`config.mk`:
```
export PLATFORM = sky130hd
export DESIGN_NAME = port_ping_watchdog_restarter_top
export DESIGN_NICKNAME = d
export VERILOG_FILES = /design/src/design/ppwr_pkg.sv /design/src/design/ppwr_ram.sv /design/src/design/ppwr_front.sv /design/src/design/ppwr_queue.sv /design/src/design/ppwr_back.sv /design/src/design/port_ping_watchdog_restarter_top.sv
export SDC_FILE = /design/constraint.sdc
export NUM_CORES = 1
export LEC_CHECK = 0
export ABC_AREA = 0
export BUFFER_PORTS_ARGS = -buffer_cell sky130_fd_sc_hd__buf_2
export CAP_MARGIN = 20
export CORE_MARGIN = 1
export CORE_UTILIZATION = 40
export CTS_BUF_LIST = sky130_fd_sc_hd__clkbuf_4
export CTS_CLUSTER_DIAMETER = 200
export DETAILED_ROUTE_END_ITERATION = 12
export PLACE_DENSITY_LB_ADDON = 0.1
export SYNTH_ARGS = -nofsm -noshare
export SYNTH_HDL_FRONTEND = slang
export SYNTH_HIERARCHICAL = 1
export SYNTH_SLANG_ARGS = --single-unit
```
`constraint.sdc`:
```
create_clock -name clk_i -period 11.1 [get_ports clk_i]
set_clock_uncertainty 0.05 [all_clocks]
set_input_delay 2.22 -clock clk_i [delete_from_list [all_inputs] [get_ports clk_i]]
set_output_delay 2.22 -clock clk_i [all_outputs]
set_load 0.1 [all_outputs]
```
`src/design/ppwr_pkg.sv`:
```
`timescale 1ns / 1ps
package ppwr_pkg;

  localparam int PORTS_DEFAULT       = 8;
  localparam int QUEUE_DEPTH_DEFAULT = 2;
  localparam int CFG_IDX_W           = 3;
  localparam int CFG_DATA_W          = 32;

  localparam logic [31:0] CHECK_INTERVAL_RST   = 32'd10000;
  localparam logic [31:0] HOLDOFF_TIME_RST     = 32'd60000;
  localparam logic [31:0] RESTART_OFF_TIME_RST = 32'd5000;
  localparam logic [31:0] SESSION_TIMEOUT_RST  = 32'd300000;
  localparam logic [7:0]  ERROR_LIMIT_RST      = 8'd3;
  localparam logic [7:0]  FAIL_COUNT_MAX       = 8'hFF;

  typedef enum logic [1:0] {
    MODE_SESSION = 2'd0,
    MODE_PASS    = 2'd1,
    MODE_PORT    = 2'd2,
    MODE_NOP     = 2'd3
  } mode_e;

  typedef enum logic [1:0] {
    RLY_NONE = 2'd0,
    RLY_OFF  = 2'd1,
    RLY_ON   = 2'd2
  } relay_cmd_e;

  typedef enum logic [CFG_IDX_W-1:0] {
    CFG_CHECK_INTERVAL   = 3'd0,
    CFG_HOLDOFF_TIME     = 3'd1,
    CFG_RESTART_OFF_TIME = 3'd2,
    CFG_SESSION_TIMEOUT  = 3'd3,
    CFG_ERROR_LIMIT      = 3'd4
  } cfg_idx_e;

  typedef enum logic {
    BK_IDLE = 1'b0,
    BK_EXEC = 1'b1
  } bk_state_e;

  // input beat
  typedef struct packed {
    logic [1:0]  mode;
    logic [31:0] now_time;
    logic [2:0]  port_index;
    logic        relay_enabled;
    logic        port_configured;
    logic        ping_ok;
  } item_t;

  // result beat
  typedef struct packed {
    logic [1:0] relay_command;
    logic       check_taken;
    logic       watchdog_running;
    logic       port_restarting;
  } result_t;

  // classified command, front to back
  typedef struct packed {
    mode_e       op;
    logic [31:0] now;
    logic [2:0]  port;      // zero when out of range
    logic        in_range;
    logic        active;    // relay enabled and port configured
    logic        ping_ok;
  } cmd_t;

  // per-port timing entry kept in RAM
  typedef struct packed {
    logic [31:0] last_check;
    logic [31:0] hold_stamp;
    logic [7:0]  fail_count;
  } entry_t;

endpackage

```
`src/design/ppwr_ram.sv`:
```
`timescale 1ns / 1ps
module ppwr_ram #(
  parameter int W = 8,
  parameter int D = 8
) (
  input  logic                          clk_i,
  input  logic                          we_i,
  input  logic [(D > 1 ? $clog2(D) : 1)-1:0] waddr_i,
  input  logic [W-1:0]                  wdata_i,
  input  logic                          re_i,
  input  logic [(D > 1 ? $clog2(D) : 1)-1:0] raddr_i,
  output logic [W-1:0]                  rdata_o
);
  logic [W-1:0] mem_q [D];
  logic [W-1:0] rdata_q;

  always_ff @(posedge clk_i) begin
    if (we_i) begin
      mem_q[waddr_i] <= wdata_i;
    end
    if (re_i) begin
      rdata_q <= mem_q[raddr_i];
    end
  end

  assign rdata_o = rdata_q;
endmodule

```
`src/design/ppwr_front.sv`:
```
`timescale 1ns / 1ps
module ppwr_front import ppwr_pkg::*; #(
  parameter int PORTS = PORTS_DEFAULT
) (
  input  logic  start_i,
  input  item_t item_i,
  input  logic  q_full_i,
  output logic  push_o,
  output cmd_t  cmd_o,
  output logic  busy_o
);
  logic [7:0] pidx_ext;
  logic       in_range;

  assign pidx_ext = {5'b0, item_i.port_index};
  assign in_range = (pidx_ext < 8'(PORTS));

  assign busy_o = q_full_i;
  assign push_o = start_i & ~q_full_i;

  always_comb begin
    cmd_o          = '0;
    cmd_o.now      = item_i.now_time;
    cmd_o.ping_ok  = item_i.ping_ok;
    case (item_i.mode)
      MODE_SESSION: cmd_o.op = MODE_SESSION;
      MODE_PASS:    cmd_o.op = MODE_PASS;
      MODE_PORT: begin
        cmd_o.op       = MODE_PORT;
        cmd_o.in_range = in_range;
        cmd_o.port     = in_range ? item_i.port_index : 3'd0;
        cmd_o.active   = item_i.relay_enabled & item_i.port_configured;
      end
      default:      cmd_o.op = MODE_NOP;
    endcase
  end
endmodule

```
`src/design/ppwr_queue.sv`:
```
`timescale 1ns / 1ps
module ppwr_queue import ppwr_pkg::*; #(
  parameter int DEPTH = QUEUE_DEPTH_DEFAULT
) (
  input  logic clk_i,
  input  logic rst_ni,
  input  logic push_i,
  input  cmd_t wdata_i,
  input  logic pop_i,
  output cmd_t rdata_o,
  output logic empty_o,
  output logic full_o
);
  localparam int PW = (DEPTH > 1) ? $clog2(DEPTH) : 1;
  localparam int CW = $clog2(DEPTH + 1);

  cmd_t          mem_q [DEPTH];
  logic [PW-1:0] wr_q, wr_d, rd_q, rd_d;
  logic [CW-1:0] cnt_q, cnt_d;

  assign empty_o = (cnt_q == '0);
  assign full_o  = (cnt_q == CW'(DEPTH));
  assign rdata_o = mem_q[rd_q];

  always_comb begin
    wr_d  = wr_q;
    rd_d  = rd_q;
    cnt_d = cnt_q;
    if (push_i) begin
      wr_d = (wr_q == PW'(DEPTH - 1)) ? '0 : wr_q + 1'b1;
    end
    if (pop_i) begin
      rd_d = (rd_q == PW'(DEPTH - 1)) ? '0 : rd_q + 1'b1;
    end
    if (push_i && !pop_i) begin
      cnt_d = cnt_q + 1'b1;
    end else if (pop_i && !push_i) begin
      cnt_d = cnt_q - 1'b1;
    end
  end

  always_ff @(posedge clk_i or negedge rst_ni) begin
    if (!rst_ni) begin
      wr_q  <= '0;
      rd_q  <= '0;
      cnt_q <= '0;
    end else begin
      wr_q  <= wr_d;
      rd_q  <= rd_d;
      cnt_q <= cnt_d;
    end
  end

  always_ff @(posedge clk_i) begin
    if (push_i) begin
      mem_q[wr_q] <= wdata_i;
    end
  end
endmodule

```
`src/design/ppwr_back.sv`:
```
`timescale 1ns / 1ps
module ppwr_back import ppwr_pkg::*; #(
  parameter int PORTS = PORTS_DEFAULT
) (
  input  logic                  clk_i,
  input  logic                  rst_ni,
  input  logic                  cfg_we_i,
  input  logic [CFG_IDX_W-1:0]  cfg_idx_i,
  input  logic [CFG_DATA_W-1:0] cfg_wdata_i,
  input  cmd_t                  head_i,
  input  logic                  empty_i,
  output logic                  pop_o,
  output logic                  res_valid_o,
  output result_t               res_o
);
  localparam int PW = (PORTS > 1) ? $clog2(PORTS) : 1;
  localparam int EW = $bits(entry_t);

  bk_state_e state_q, state_d;
  logic      exec_en;

  // configuration
  logic [31:0] chk_int_q, holdoff_q, off_time_q, sess_to_q;
  logic [7:0]  err_lim_q;

  // global and per-port flags
  logic             sess_vld_q, sess_vld_d;
  logic [31:0]      sess_stamp_q, sess_stamp_d;
  logic             run_q, run_d;
  logic [PORTS-1:0] rp_q, rp_d, ro_q, ro_d, hv_q, hv_d, ent_vld_q;

  cmd_t          cur_q;
  logic [7:0]    head_ext, cur_ext;
  logic [PW-1:0] raddr, cur_addr;
  logic [EW-1:0] ram_rdata;
  entry_t        ent, ent_d;
  logic          ent_we;

  logic    res_valid_q;
  result_t res_q, res_d;

  assign head_ext = {5'b0, head_i.port};
  assign cur_ext  = {5'b0, cur_q.port};
  assign raddr    = head_ext[PW-1:0];
  assign cur_addr = cur_ext[PW-1:0];

  ppwr_ram #(
    .W (EW),
    .D (PORTS)
  ) u_ram (
    .clk_i   (clk_i),
    .we_i    (ent_we),
    .waddr_i (cur_addr),
    .wdata_i (ent_d),
    .re_i    (pop_o),
    .raddr_i (raddr),
    .rdata_o (ram_rdata)
  );

  // never-written entries read as zero
  assign ent = ent_vld_q[cur_addr] ? entry_t'(ram_rdata) : '0;

  // sequencer: next state
  always_comb begin
    state_d = state_q;
    case (state_q)
      BK_IDLE: if (!empty_i) state_d = BK_EXEC;
      BK_EXEC: state_d = BK_IDLE;
      default: state_d = BK_IDLE;
    endcase
  end

  // sequencer: outputs
  always_comb begin
    pop_o   = 1'b0;
    exec_en = 1'b0;
    case (state_q)
      BK_IDLE: pop_o   = ~empty_i;
      BK_EXEC: exec_en = 1'b1;
      default: ;
    endcase
  end

  // item execution
  always_comb begin
    logic [31:0] el_hold, el_chk, el_sess;
    logic [7:0]  fc_inc;
    logic        eval, blocked, due, limit_hit;
    logic        rp, ro, hv;

    el_hold = cur_q.now - ent.hold_stamp;
    el_chk  = cur_q.now - ent.last_check;
    el_sess = cur_q.now - sess_stamp_q;
    rp      = rp_q[cur_addr];
    ro      = ro_q[cur_addr];
    hv      = hv_q[cur_addr];
    fc_inc  = (ent.fail_count < FAIL_COUNT_MAX) ? ent.fail_count + 8'd1 : ent.fail_count;

    sess_vld_d   = sess_vld_q;
    sess_stamp_d = sess_stamp_q;
    run_d        = run_q;
    rp_d         = rp_q;
    ro_d         = ro_q;
    hv_d         = hv_q;
    ent_d        = ent;
    ent_we       = 1'b0;
    res_d        = '0;
    blocked      = 1'b0;
    due          = 1'b0;
    limit_hit    = 1'b0;
    eval         = exec_en && cur_q.op == MODE_PORT && cur_q.in_range && run_q && cur_q.active;

    if (exec_en && cur_q.op == MODE_SESSION) begin
      sess_vld_d   = 1'b1;
      sess_stamp_d = cur_q.now;
    end else if (exec_en && cur_q.op == MODE_PASS) begin
      if (sess_vld_q) begin
        if (el_sess >= sess_to_q) sess_vld_d = 1'b0;
        else                      run_d      = |rp_q;
      end else begin
        run_d = 1'b1;
      end
    end

    if (eval) begin
      ent_we  = 1'b1;
      blocked = !rp && hv && (el_hold < holdoff_q);
      if (!blocked) begin
        if (!rp && hv) hv_d[cur_addr] = 1'b0;
        due = (el_chk >= chk_int_q) && !rp;
        if (due) begin
          ent_d.last_check = cur_q.now;
          res_d.check_taken = 1'b1;
          if (!cur_q.ping_ok) begin
            if (fc_inc >= err_lim_q) begin
              // limit reached: only flag the restart this time
              limit_hit        = 1'b1;
              ent_d.fail_count = '0;
              ro_d[cur_addr]   = 1'b0;
              rp_d[cur_addr]   = 1'b1;
            end else begin
              ent_d.fail_count = fc_inc;
            end
          end else begin
            ent_d.fail_count = '0;
          end
        end
        if (!limit_hit && rp) begin
          if (!ro) begin
            ro_d[cur_addr]      = 1'b1;
            hv_d[cur_addr]      = 1'b1;
            ent_d.hold_stamp    = cur_q.now;
            res_d.relay_command = RLY_OFF;
          end else if (el_hold >= off_time_q) begin
            rp_d[cur_addr]      = 1'b0;
            ro_d[cur_addr]      = 1'b0;
            hv_d[cur_addr]      = 1'b1;
            ent_d.hold_stamp    = cur_q.now;
            res_d.relay_command = RLY_ON;
          end
        end
      end
    end

    res_d.watchdog_running = run_d;
    if (cur_q.op == MODE_PORT && cur_q.in_range) res_d.port_restarting = rp_d[cur_addr];
  end

  always_ff @(posedge clk_i or negedge rst_ni) begin
    if (!rst_ni) begin
      state_q      <= BK_IDLE;
      chk_int_q    <= CHECK_INTERVAL_RST;
      holdoff_q    <= HOLDOFF_TIME_RST;
      off_time_q   <= RESTART_OFF_TIME_RST;
      sess_to_q    <= SESSION_TIMEOUT_RST;
      err_lim_q    <= ERROR_LIMIT_RST;
      sess_vld_q   <= 1'b0;
      sess_stamp_q <= '0;
      run_q        <= 1'b0;
      rp_q         <= '0;
      ro_q         <= '0;
      hv_q         <= '0;
      ent_vld_q    <= '0;
      res_valid_q  <= 1'b0;
    end else begin
      state_q      <= state_d;
      sess_vld_q   <= sess_vld_d;
      sess_stamp_q <= sess_stamp_d;
      run_q        <= run_d;
      rp_q         <= rp_d;
      ro_q         <= ro_d;
      hv_q         <= hv_d;
      res_valid_q  <= exec_en;
      if (ent_we) ent_vld_q[cur_addr] <= 1'b1;
      if (cfg_we_i) begin
        case (cfg_idx_i)
          CFG_CHECK_INTERVAL:   chk_int_q  <= cfg_wdata_i;
          CFG_HOLDOFF_TIME:     holdoff_q  <= cfg_wdata_i;
          CFG_RESTART_OFF_TIME: off_time_q <= cfg_wdata_i;
          CFG_SESSION_TIMEOUT:  sess_to_q  <= cfg_wdata_i;
          CFG_ERROR_LIMIT:      err_lim_q  <= cfg_wdata_i[7:0];
          default: ;
        endcase
      end
    end
  end

  always_ff @(posedge clk_i) begin
    if (pop_o) cur_q <= head_i;
    if (exec_en) res_q <= res_d;
  end

  assign res_valid_o = res_valid_q;
  assign res_o       = res_q;
endmodule

```
`src/design/port_ping_watchdog_restarter_top.sv`:
```
`timescale 1ns / 1ps
// Per-port ping watchdog that power-cycles a port after repeated ping failures.
// Input channel: drive item_i and raise start_i; the beat is taken at an edge
// where start_i is high and busy_o is low. item_i.mode picks a session packet,
// a pass start (decides whether the watchdog runs), a port evaluation or a no-op.
// Result channel: res_valid_o is high for exactly one cycle with res_o; the
// receiver cannot stall, so every result must be captured in that cycle.
// Config: cfg_we_i with cfg_idx_i / cfg_wdata_i writes one register per edge
// (0 check interval, 1 hold-off, 2 relay-off time, 3 session timeout,
// 4 error limit); write only while the block is idle.
// Path: the accepted beat is written into the queue; the back end pops the
// head while idle, registering it and its per-port RAM entry (registered
// read), executes it in the EXEC state and registers the result. It takes no
// new beat from the queue until the last one has been executed.
// The front stage feeds a QDEPTH-deep queue; busy_o is high while it is full.
// Reset clears all flags, stamps and config to defaults; per-port RAM entries
// read as zero until first written, so no clearing pass is needed.
module port_ping_watchdog_restarter_top import ppwr_pkg::*; #(
  parameter int PORTS  = PORTS_DEFAULT,
  parameter int QDEPTH = QUEUE_DEPTH_DEFAULT
) (
  input  logic                  clk_i,
  input  logic                  rst_ni,
  input  logic                  start_i,
  output logic                  busy_o,
  input  item_t                 item_i,
  output logic                  res_valid_o,
  output result_t               res_o,
  input  logic                  cfg_we_i,
  input  logic [CFG_IDX_W-1:0]  cfg_idx_i,
  input  logic [CFG_DATA_W-1:0] cfg_wdata_i
);
  logic push, pop, q_empty, q_full;
  cmd_t front_cmd, head_cmd;

  // front: classify and enqueue
  ppwr_front #(
    .PORTS (PORTS)
  ) u_front (
    .start_i  (start_i),
    .item_i   (item_i),
    .q_full_i (q_full),
    .push_o   (push),
    .cmd_o    (front_cmd),
    .busy_o   (busy_o)
  );

  ppwr_queue #(
    .DEPTH (QDEPTH)
  ) u_queue (
    .clk_i   (clk_i),
    .rst_ni  (rst_ni),
    .push_i  (push),
    .wdata_i (front_cmd),
    .pop_i   (pop),
    .rdata_o (head_cmd),
    .empty_o (q_empty),
    .full_o  (q_full)
  );

  // back: port table, timers, relay sequencing
  ppwr_back #(
    .PORTS (PORTS)
  ) u_back (
    .clk_i       (clk_i),
    .rst_ni      (rst_ni),
    .cfg_we_i    (cfg_we_i),
    .cfg_idx_i   (cfg_idx_i),
    .cfg_wdata_i (cfg_wdata_i),
    .head_i      (head_cmd),
    .empty_i     (q_empty),
    .pop_o       (pop),
    .res_valid_o (res_valid_o),
    .res_o       (res_o)
  );
endmodule

```
[Yosys cells after proc, flatten, opt, wreduce, memory -nomap -nowiden]
Memory sizes are Yosys's and may differ from the RTL's. A register that Yosys moved wholly into a read port is not among the register bits.
Index checks and enable logic that the tools add are counted.
Operators by class
  reductions and logical operators: 34
  magnitude comparators: 9
  equal/unequal tests: 9
  $add $sub $neg: 8
  bitwise logic cells: 18
  multiplexer cells: 79
Operators with widths (count)
  $mux W8: 28
  $mux W72: 3
  $mux W32: 4
  $ge A32 B32 Y1: 3
  $sub A32 B32 Y32: 3
  $and A8 B8 Y8: 4
  $lt A32 B32 Y1: 1
  $or A8 B8 Y8: 4
  $mux W1: 31
  $bmux W1 S3: 5
  $logic_and A1 B1 Y1: 14
  $reduce_and A2 Y1: 6
  $add A8 B1 Y8 const B: 1
  $ge A8 B8 Y1: 1
  $lt A3 B4 Y1 const B: 2
  $lt A8 B8 Y1 const B: 1
  $not A8 Y8: 1
  $reduce_or A8 Y1: 1
  $not A1 Y1: 7
  $eq A2 B2 Y1 const B: 3
  $eq A3 B2 Y1 const B: 2
  $logic_not A2 Y1: 3
  $mux W2: 3
  $pmux W2 S3: 1
  18 further kinds: 25
Storage, ports and cells
  memories: 2
  logic and storage cells: 187
  input bits: 79
  register bits: 253
  output and inout port bits: 7
  memory bits (writable): 656
Memory list
  u_back.u_ram.mem_q: words 8, width 72, read ports 1, clocked after memory_dff 1, write ports 1, RTL line ppwr_ram.sv:14  | logic [W-1:0] mem_q [D];
  u_queue.mem_q: words 2, width 40, read ports 1, clocked after memory_dff 0, write ports 1, RTL line ppwr_queue.sv:17  | cmd_t mem_q [DEPTH];

[Depth between registers and ports, before layout]
Gate-level depths: netlist (run 1).
  word-level depth: 19
  mapped depth: 33
  mapped depth without buffers: 29

[Cells and area by module]
The synthesis (run 1) kept the hierarchy.
By module, submodules not included
  ppwr_ram: sequential area each 19458.7 um^2, cells each 917, instances 1, area an instance 24089.4 um^2
  ppwr_back: sequential area each 6490.0 um^2, cells each 2114, instances 1, area an instance 18301.3 um^2
  ppwr_queue: sequential area each 2502.4 um^2, cells each 141, instances 1, area an instance 3276.9 um^2
  ppwr_front: sequential area each 0.0 um^2, cells each 42, instances 1, area an instance 311.5 um^2

[Least setup slack after synthesis (run 1)]
No wires, ideal clock.
  path kind: register -> register
  start: register u_back.cur_q (netlist bit u_back/cur_addr[1])
  end: memory u_back/u_ram/mem_q[0][3] in the netlist's numbering (data pin)
  cell stages (with the launch flop): 30
  library setup time: 0.265 ns
  clock period less this slack: 7.286 ns
  arrival: 6.971 ns
  path buffers: 5
  path slack: 3.814 ns
  data required time: 10.785 ns
  cells stage by stage: edfxtp_1 -> buf_2 -> buf_1 -> mux2i_1 -> o21ai_0 -> mux2i_1 -> o21ai_1 -> clkbuf_1 -> clkbuf_1 -> nand2_1 -> ha_1 -> nor2b_1 -> o21ai_1 -> a21oi_1 -> o41a_1 -> a41o_1 -> a21boi_0 -> o21bai_1 -> a2111oi_0 -> nor3_1 -> xor2_1 -> ha_1 -> a21o_1 -> a21o_1 -> a221o_1 -> a2111o_1 -> a221oi_2 -> nor4b_2 -> clkbuf_1 -> o21ai_0
RTL lines
  from (decl): RTL line ppwr_back.sv:32  | cmd_t cur_q;
  from (signal assigned): RTL line ppwr_back.sv:209  | if (pop_o) cur_q <= head_i;
  to (decl): RTL line ppwr_ram.sv:14

==> results of run 1 <==
## cell usage after synthesis, types with 61 or more instances
cell / number / share of area
edfxtp_1: 773 / 0.50
xnor2_1: 65 / 0.012
o21ai_0: 273 / 0.030
mux4_2: 146 / 0.072
nand2_1: 331 / 0.027
dfrtp_1: 181 / 0.099
clkbuf_1: 61 / 0.0050
a21oi_1: 108 / 0.012
inv_1: 214 / 0.017
mux2_4: 99 / 0.032
ha_1: 231 / 0.063
nor2_1: 88 / 0.0072
a21o_1: 81 / 0.013
## how the worst min path moves through the flow
stage | depth (start not counted) | startpoint | endpoint
floorplan | 2 | u_back/ent_vld_q[5] | u_back/ent_vld_q[5]
global placement | 1 | u_back/ent_vld_q[2] | u_back/ent_vld_q[2]
detailed placement | 1 | u_back/ent_vld_q[2] | u_back/ent_vld_q[2]
CTS | 1 | u_back/ent_vld_q[2] | u_back/ent_vld_q[2]
global route | 1 | u_queue/mem_q[1][36] | u_back/cur_q[36]
finish | 1 | u_back/ent_vld_q[2] | u_back/ent_vld_q[2]
## routing by layer
metal / GRT usage / vias to the layer above / routed length, µm
met4: 0.0719 / 2 / 2660
li1: - / 12744 / -
met2: 0.322 / 829 / 55000
met3: 0.0520 / 152 / 8010
met5: 0 / - / 13
met1: 0.290 / 14002 / 55100
## area by class of cell
class,instances,area [µm²],share of cell area
Inverter,214,803,0.0157
Tap cell,1512,1890,0.0369
Multi-Input combinational cell,1877,16000,0.312
Antenna cell,2,5.00,0.0000976
Clock inverter,74,358,0.00697
Timing Repair Buffer,132,855,0.0167
Clock buffer,391,2940,0.0572
Sequential cell,981,28500,0.555
## report_power, final
group | internal [mW] | switching, mW
registers | 4.87 | 0.446
logic | 3.17 | 4.44
clock network | 1.67 | 1.48
## through the flow
stage	area, µm²	instances
2_1_floorplan	46000	3214
3_3_place_gp	48000	4714
3_5_place_dp	48000	4714
4_1_cts	51300	5179
5_1_grt	51300	5182
6_report	51300	5183
## logic make-up after synthesis
family,after synthesis,synth area share
adders and majority gates,234,0.0642
and+or+nand+nor,624,0.0617
muxes,307,0.119
buffers and inverters,356,0.0366
AOI/OAI and AO/OA,620,0.0820
xor gates and xnor gates,92,0.0175
DFF,981,0.619
## state kept, by name, summed over array words and instances (netlist names), 2 cells and up
name and count:
u_back/hv_q 8, u_queue/mem_q 80, u_back/err_lim_q 8, u_back/sess_stamp_q 32, u_back/u_ram/mem_q 576, u_back/sess_to_q 32
u_back/ro_q 8, u_back/chk_int_q 32, u_back/rp_q 8, u_queue/cnt_q 2, u_back/ent_vld_q 8, u_back/cur_addr 3
u_back/off_time_q 32, u_back/holdoff_q 32, u_back/u_ram/rdata_o 72, u_back/cur_q 37, u_back/res_o 5
==> results.md, run 1 <==
* Clock Sinks at 981
* Utilization after layout at 0.449
* Peak VDD IR at 0.239 mV
* Type of origin of the critical path: flop
* Status: completed
* Worst path bufs/invs at 2
* Setup CP Type: reg2reg
* Synth unique cells at 85
* Worst setup EP type: flop
* P per Cell Area at 313 mW/mm²
* Slowest-stage cell, CP: edfxtp_1
* Placer Congestion at 0.870
* # fillers at 10351
* CP most frequent cell: o21ai_0
* GRT Residual Overflow at 0
* CTS-repair resized insts at 0
* Reg2reg end: u_back/u_ram/mem_q[3][46]
* Global-route wire length before repair at 179 mm
* CTS tree: yes
* Hold Slack at 413 ps
* Share of layout cells above drive strength 1 at 0.249
* Drt wl/cell at 23.3 µm
* Reg-to-reg startpoint: u_back/cur_addr[1]
* Overall power at 16.1 mW
* Via density at 5.35
* YS warnings at 6
* R2R Setup Slk at 2180 ps
* First-iteration detailed-routing DRC count at 1946
* I/O Buffers at 85
* Vias in the first global route at 28763
* Clock Latency Late Sink at 1140 ps
* Total track usage at 0.210
* Synth Flop Type: edfxtp_1
* Number of remaining DRC errors at 0
* Synth async-reset ratio at 0.212
* FF-to-FF path depth at 25
* H-tree levels at 5
* Critical Path AT at 9630 ps
* Nets at 3801
* HP Class: reg2reg
* Commonest non-fill, non-tap cell in the layout: edfxtp_1
* Final Hold Viols at 0
* Die Wd at 341 µm
* Site Rows at 124
* CTS buffer count at 282
* Post-CTS Setup Inserts at 0
* Maxcap violations at 0
* Initial antenna violation count at 4
* Io pins at 86
* CTS Root Cell: clkbuf_4
* End of the critical path: u_back/u_ram/mem_q[3][46]
* Crit path max fanout at 77
* Max clock buf depth at 4
* Final HPWL DP at 76.5 mm
* Avg Cell Area, Syn at 14.3 µm²
* Syn Inst Count at 3214
* CTS clk-pin slew, worst paths at 70 ps
* Total negative slack at 0 ps
* Number of synthesized flops with an enable pin at 773
* Die Y at 341 µm
* WL final at 121 mm
* Tcrit/Tclk final at 0.804
* Core Area at 0.114 mm²
* Most frequent cells in the layout: 773 x edfxtp_1, 391 x clkbuf_4, 331 x nand2_1
* Area delta synth->final at 11.6%
* Stages on worst setup path at 25
* CP top delay family: compound AO/OA/AOI/OAI gates
* Worst EP required at 11810 ps
* Initial Util at 0.403
* Post-DRT Antenna Nets at 0
* Min cycle time layout at 8920 ps
* DIE AREA at 0.116 mm²
* Mapped cell area at 0.0460 mm²
* Setup Viol. Count Final at 0
* Post-synthesis sequential element count at 981
* Cts hold-fix bufs at 0
* Fmax at 112 MHz
* Setup WS post-layout at 2180 ps
* 1st-pass router iterations at 5
* Largest net degree at the start of global routing at 108
* Slew @ Worst Pin at 1030 ps
* Net count after synthesis at 3527
* Worst Setup SP: u_back/cur_addr[1]
* Worst relative slew slack at 0.310
* Leak at 19.8 nW
* Slew Viols, Final at 0
* Crit path largest cell delay at 1010 ps
* Sequential element share of the synthesized area at 0.619
* Vias at 27729
* RSZ-0062 raised after global routing: false
* Worst slack, placed at 2210 ps
No activity file was read; power rests on OpenSTA's default activity.
==> run 2: changes to the inputs <==
==> constraint.sdc (replaced) <==
create_clock -name clk_i -period 8.6 [get_ports clk_i]
set_clock_uncertainty 0.05 [all_clocks]
set_input_delay 1.72 -clock clk_i [delete_from_list [all_inputs] [get_ports clk_i]]
set_output_delay 1.72 -clock clk_i [all_outputs]
set_load 0.1 [all_outputs]
==> run 2 against run 1 <==
Clock power grew 29%. Combinational power grew 31%. Core utilization hardly changed. Critical path depth grew 2. Global-route usage down 0.14 points. Sequential share of layout area hardly changed. Clock-buffer cell count down 9. Power up 30%. Largest power group unchanged.
==> results.md, run 2 (synthesis gave the netlist of run 1 again) <==
* Initial antenna violation count at 2
* 1st-pass router iterations at 5
* HP Class: reg2reg
* Placer Congestion at 0.870
* Post-CTS Setup Inserts at 0
* CTS tree: yes
* CTS Root Cell: clkbuf_4
* Io pins at 86
* WL final at 120 mm
* Area delta synth->final at 11.5%
* Setup CP Type: reg2reg
* FF-to-FF path depth at 27
* Setup Viol. Count Final at 0
* Die Wd at 341 µm
* # fillers at 10325
* Most flops, register: u_back/u_ram/mem_q
* Overall power at 20.9 mW
* Slew Viols, Final at 0
* Share of layout cells above drive strength 1 at 0.247
* First-iteration detailed-routing DRC count at 2020
* Clock Latency Late Sink at 1170 ps
* GRT Residual Overflow at 0
* Fmax at 125 MHz
* Tcrit/Tclk final at 0.927
* CTS buffer count at 284
* Nets at 3805
* Status: completed
* Maxcap violations at 0
* Leak at 19.8 nW
* Final Hold Viols at 0
* Hold Slack at 424 ps
* Vias at 27735
* Reg2reg end: u_back/u_ram/mem_q[0][31]
* Crit path max fanout at 36
* Largest net degree at the start of global routing at 110
* Total track usage at 0.208
* Fin cells at 5172
* Worst relative slew slack at 0.326
* RSZ-0062 raised after global routing: true
* Peak VDD IR at 0.365 mV
* Via density at 5.36
* R2R Setup Slk at 630 ps
* Global-route wire length before repair at 179 mm
* CTS clk-pin slew, worst paths at 60 ps
* DIE AREA at 0.116 mm²
* Most frequent cells in the layout: 773 x edfxtp_1, 382 x clkbuf_4, 331 x nand2_1
* Worst Hold Depth at 1
* Post-DRT Antenna Nets at 0
* Placed cell count at 4718
* Hold Crit Start: u_back/ent_vld_q[3]
* H-tree levels at 5
* Number of remaining DRC errors at 0
* Initial Util at 0.403
* Core Area at 0.114 mm²
* Drt wl/cell at 23.3 µm
* Worst setup EP type: flop
* Clock Sinks at 981
* Min cycle time layout at 7970 ps
* I/O Buffers at 85
* Slew @ Worst Pin at 986 ps
* Reg-to-reg startpoint: u_back/cur_addr[1]
* Vias in the first global route at 28702
* Site Rows at 124
* Critical Path AT at 8720 ps
* Final HPWL DP at 76.8 mm
* Max reg flops at 576
* WHS Endpoint: u_back/ent_vld_q[3]
* Register Area at 0.0285 mm²
* Worst EP required at 9350 ps
* P per Cell Area at 407 mW/mm²
* Utilization after layout at 0.449
* Max clock buf depth at 4
* Area of the multi-input gates at 0.0160 mm²
* Die Y at 341 µm
* Type of origin of the critical path: flop
* Commonest non-fill, non-tap cell in the layout: edfxtp_1
## run 2: cell types whose count changed in the layout (fill, tap and decap cells not counted), sizes merged
cell / delta
buf: +3
bufinv: +2
clkbuf: -9
clkinv: -8
clkinvlp: -1
dlymetal6s2s: -1
inv: +3
## run 2: stage by stage
stage	TNS [ps]	setup slack, ps	area, µm²
after floorplan	0	1310	46000
after global placement	0	808	48000
after detailed placement	0	630	48000
after CTS	0	545	51300
after global routing	-952	-62.5	51300
final	0	629	51300
## run 2: worst max-delay path, cell delays in order, from the launching register on
cell and delay, ps:
edfxtp_1 600, nand3b_1 430, o21ai_4 360, buf_4 500, nand2_1 140, ha_1 380
a211oi_1 260, nor2_1 70, nor2_1 110, a21oi_1 80, buf_4 150, o21ai_0 430
a21boi_0 290, nor2b_1 160, o21ai_0 180, o41a_1 370, xor2_1 250, ha_1 320
a211oi_1 220, o221ai_1 160, o2111ai_1 170, nand3_2 110, a21o_2 240, a31oi_4 400
a2111oi_4 70, buf_12 210, buf_4 260, o21ai_0 570
## run 2: timing repair
item	4_1_cts	5_1_grt
gates resized for setup	0	26
endpoints found under the setup margin	0	186
hold buffers	0	0
## run 2: area by class of cell
type,count,area share
multi-input combinational,1877,0.312
antenna,2,0.0000976
clock buffer,382,0.0559
inverter,214,0.0157
timing repair buffer,134,0.0169
tap,1512,0.0369
clock inverter,70,0.00752
sequential,981,0.555
## run 2: worst max-delay path by stage
stage                       start                        end  depth (start not counted)
6_report       u_back/cur_addr[1]  u_back/u_ram/mem_q[0][31]                         27
5_1_grt        u_back/cur_addr[1]  u_back/u_ram/mem_q[1][23]                         27
4_1_cts        u_back/cur_addr[1]  u_back/u_ram/mem_q[3][16]                         27
3_5_place_dp   u_back/cur_addr[1]  u_back/u_ram/mem_q[5][23]                         27
3_3_place_gp   u_back/cur_addr[1]            u_back/res_o[0]                         25
2_1_floorplan  u_back/cur_addr[1]   u_back/u_ram/mem_q[0][3]                         29
## run 2: per-layer routing
metal  share of wire  wire length, µm  track usage
met4           0.020             2450       0.0653
met3           0.055             6560       0.0414
met5               0                0            0
met2            0.46            54800        0.320
met1            0.47            56400        0.297
## run 2: report_power, final
part | switching (mW) | total (mW) | internal (mW)
logic | 5.83 | 9.96 | 4.14
clock network | 1.89 | 4.05 | 2.16
registers | 0.589 | 6.88 | 6.29
total | 8.30 | 20.9 | 12.6
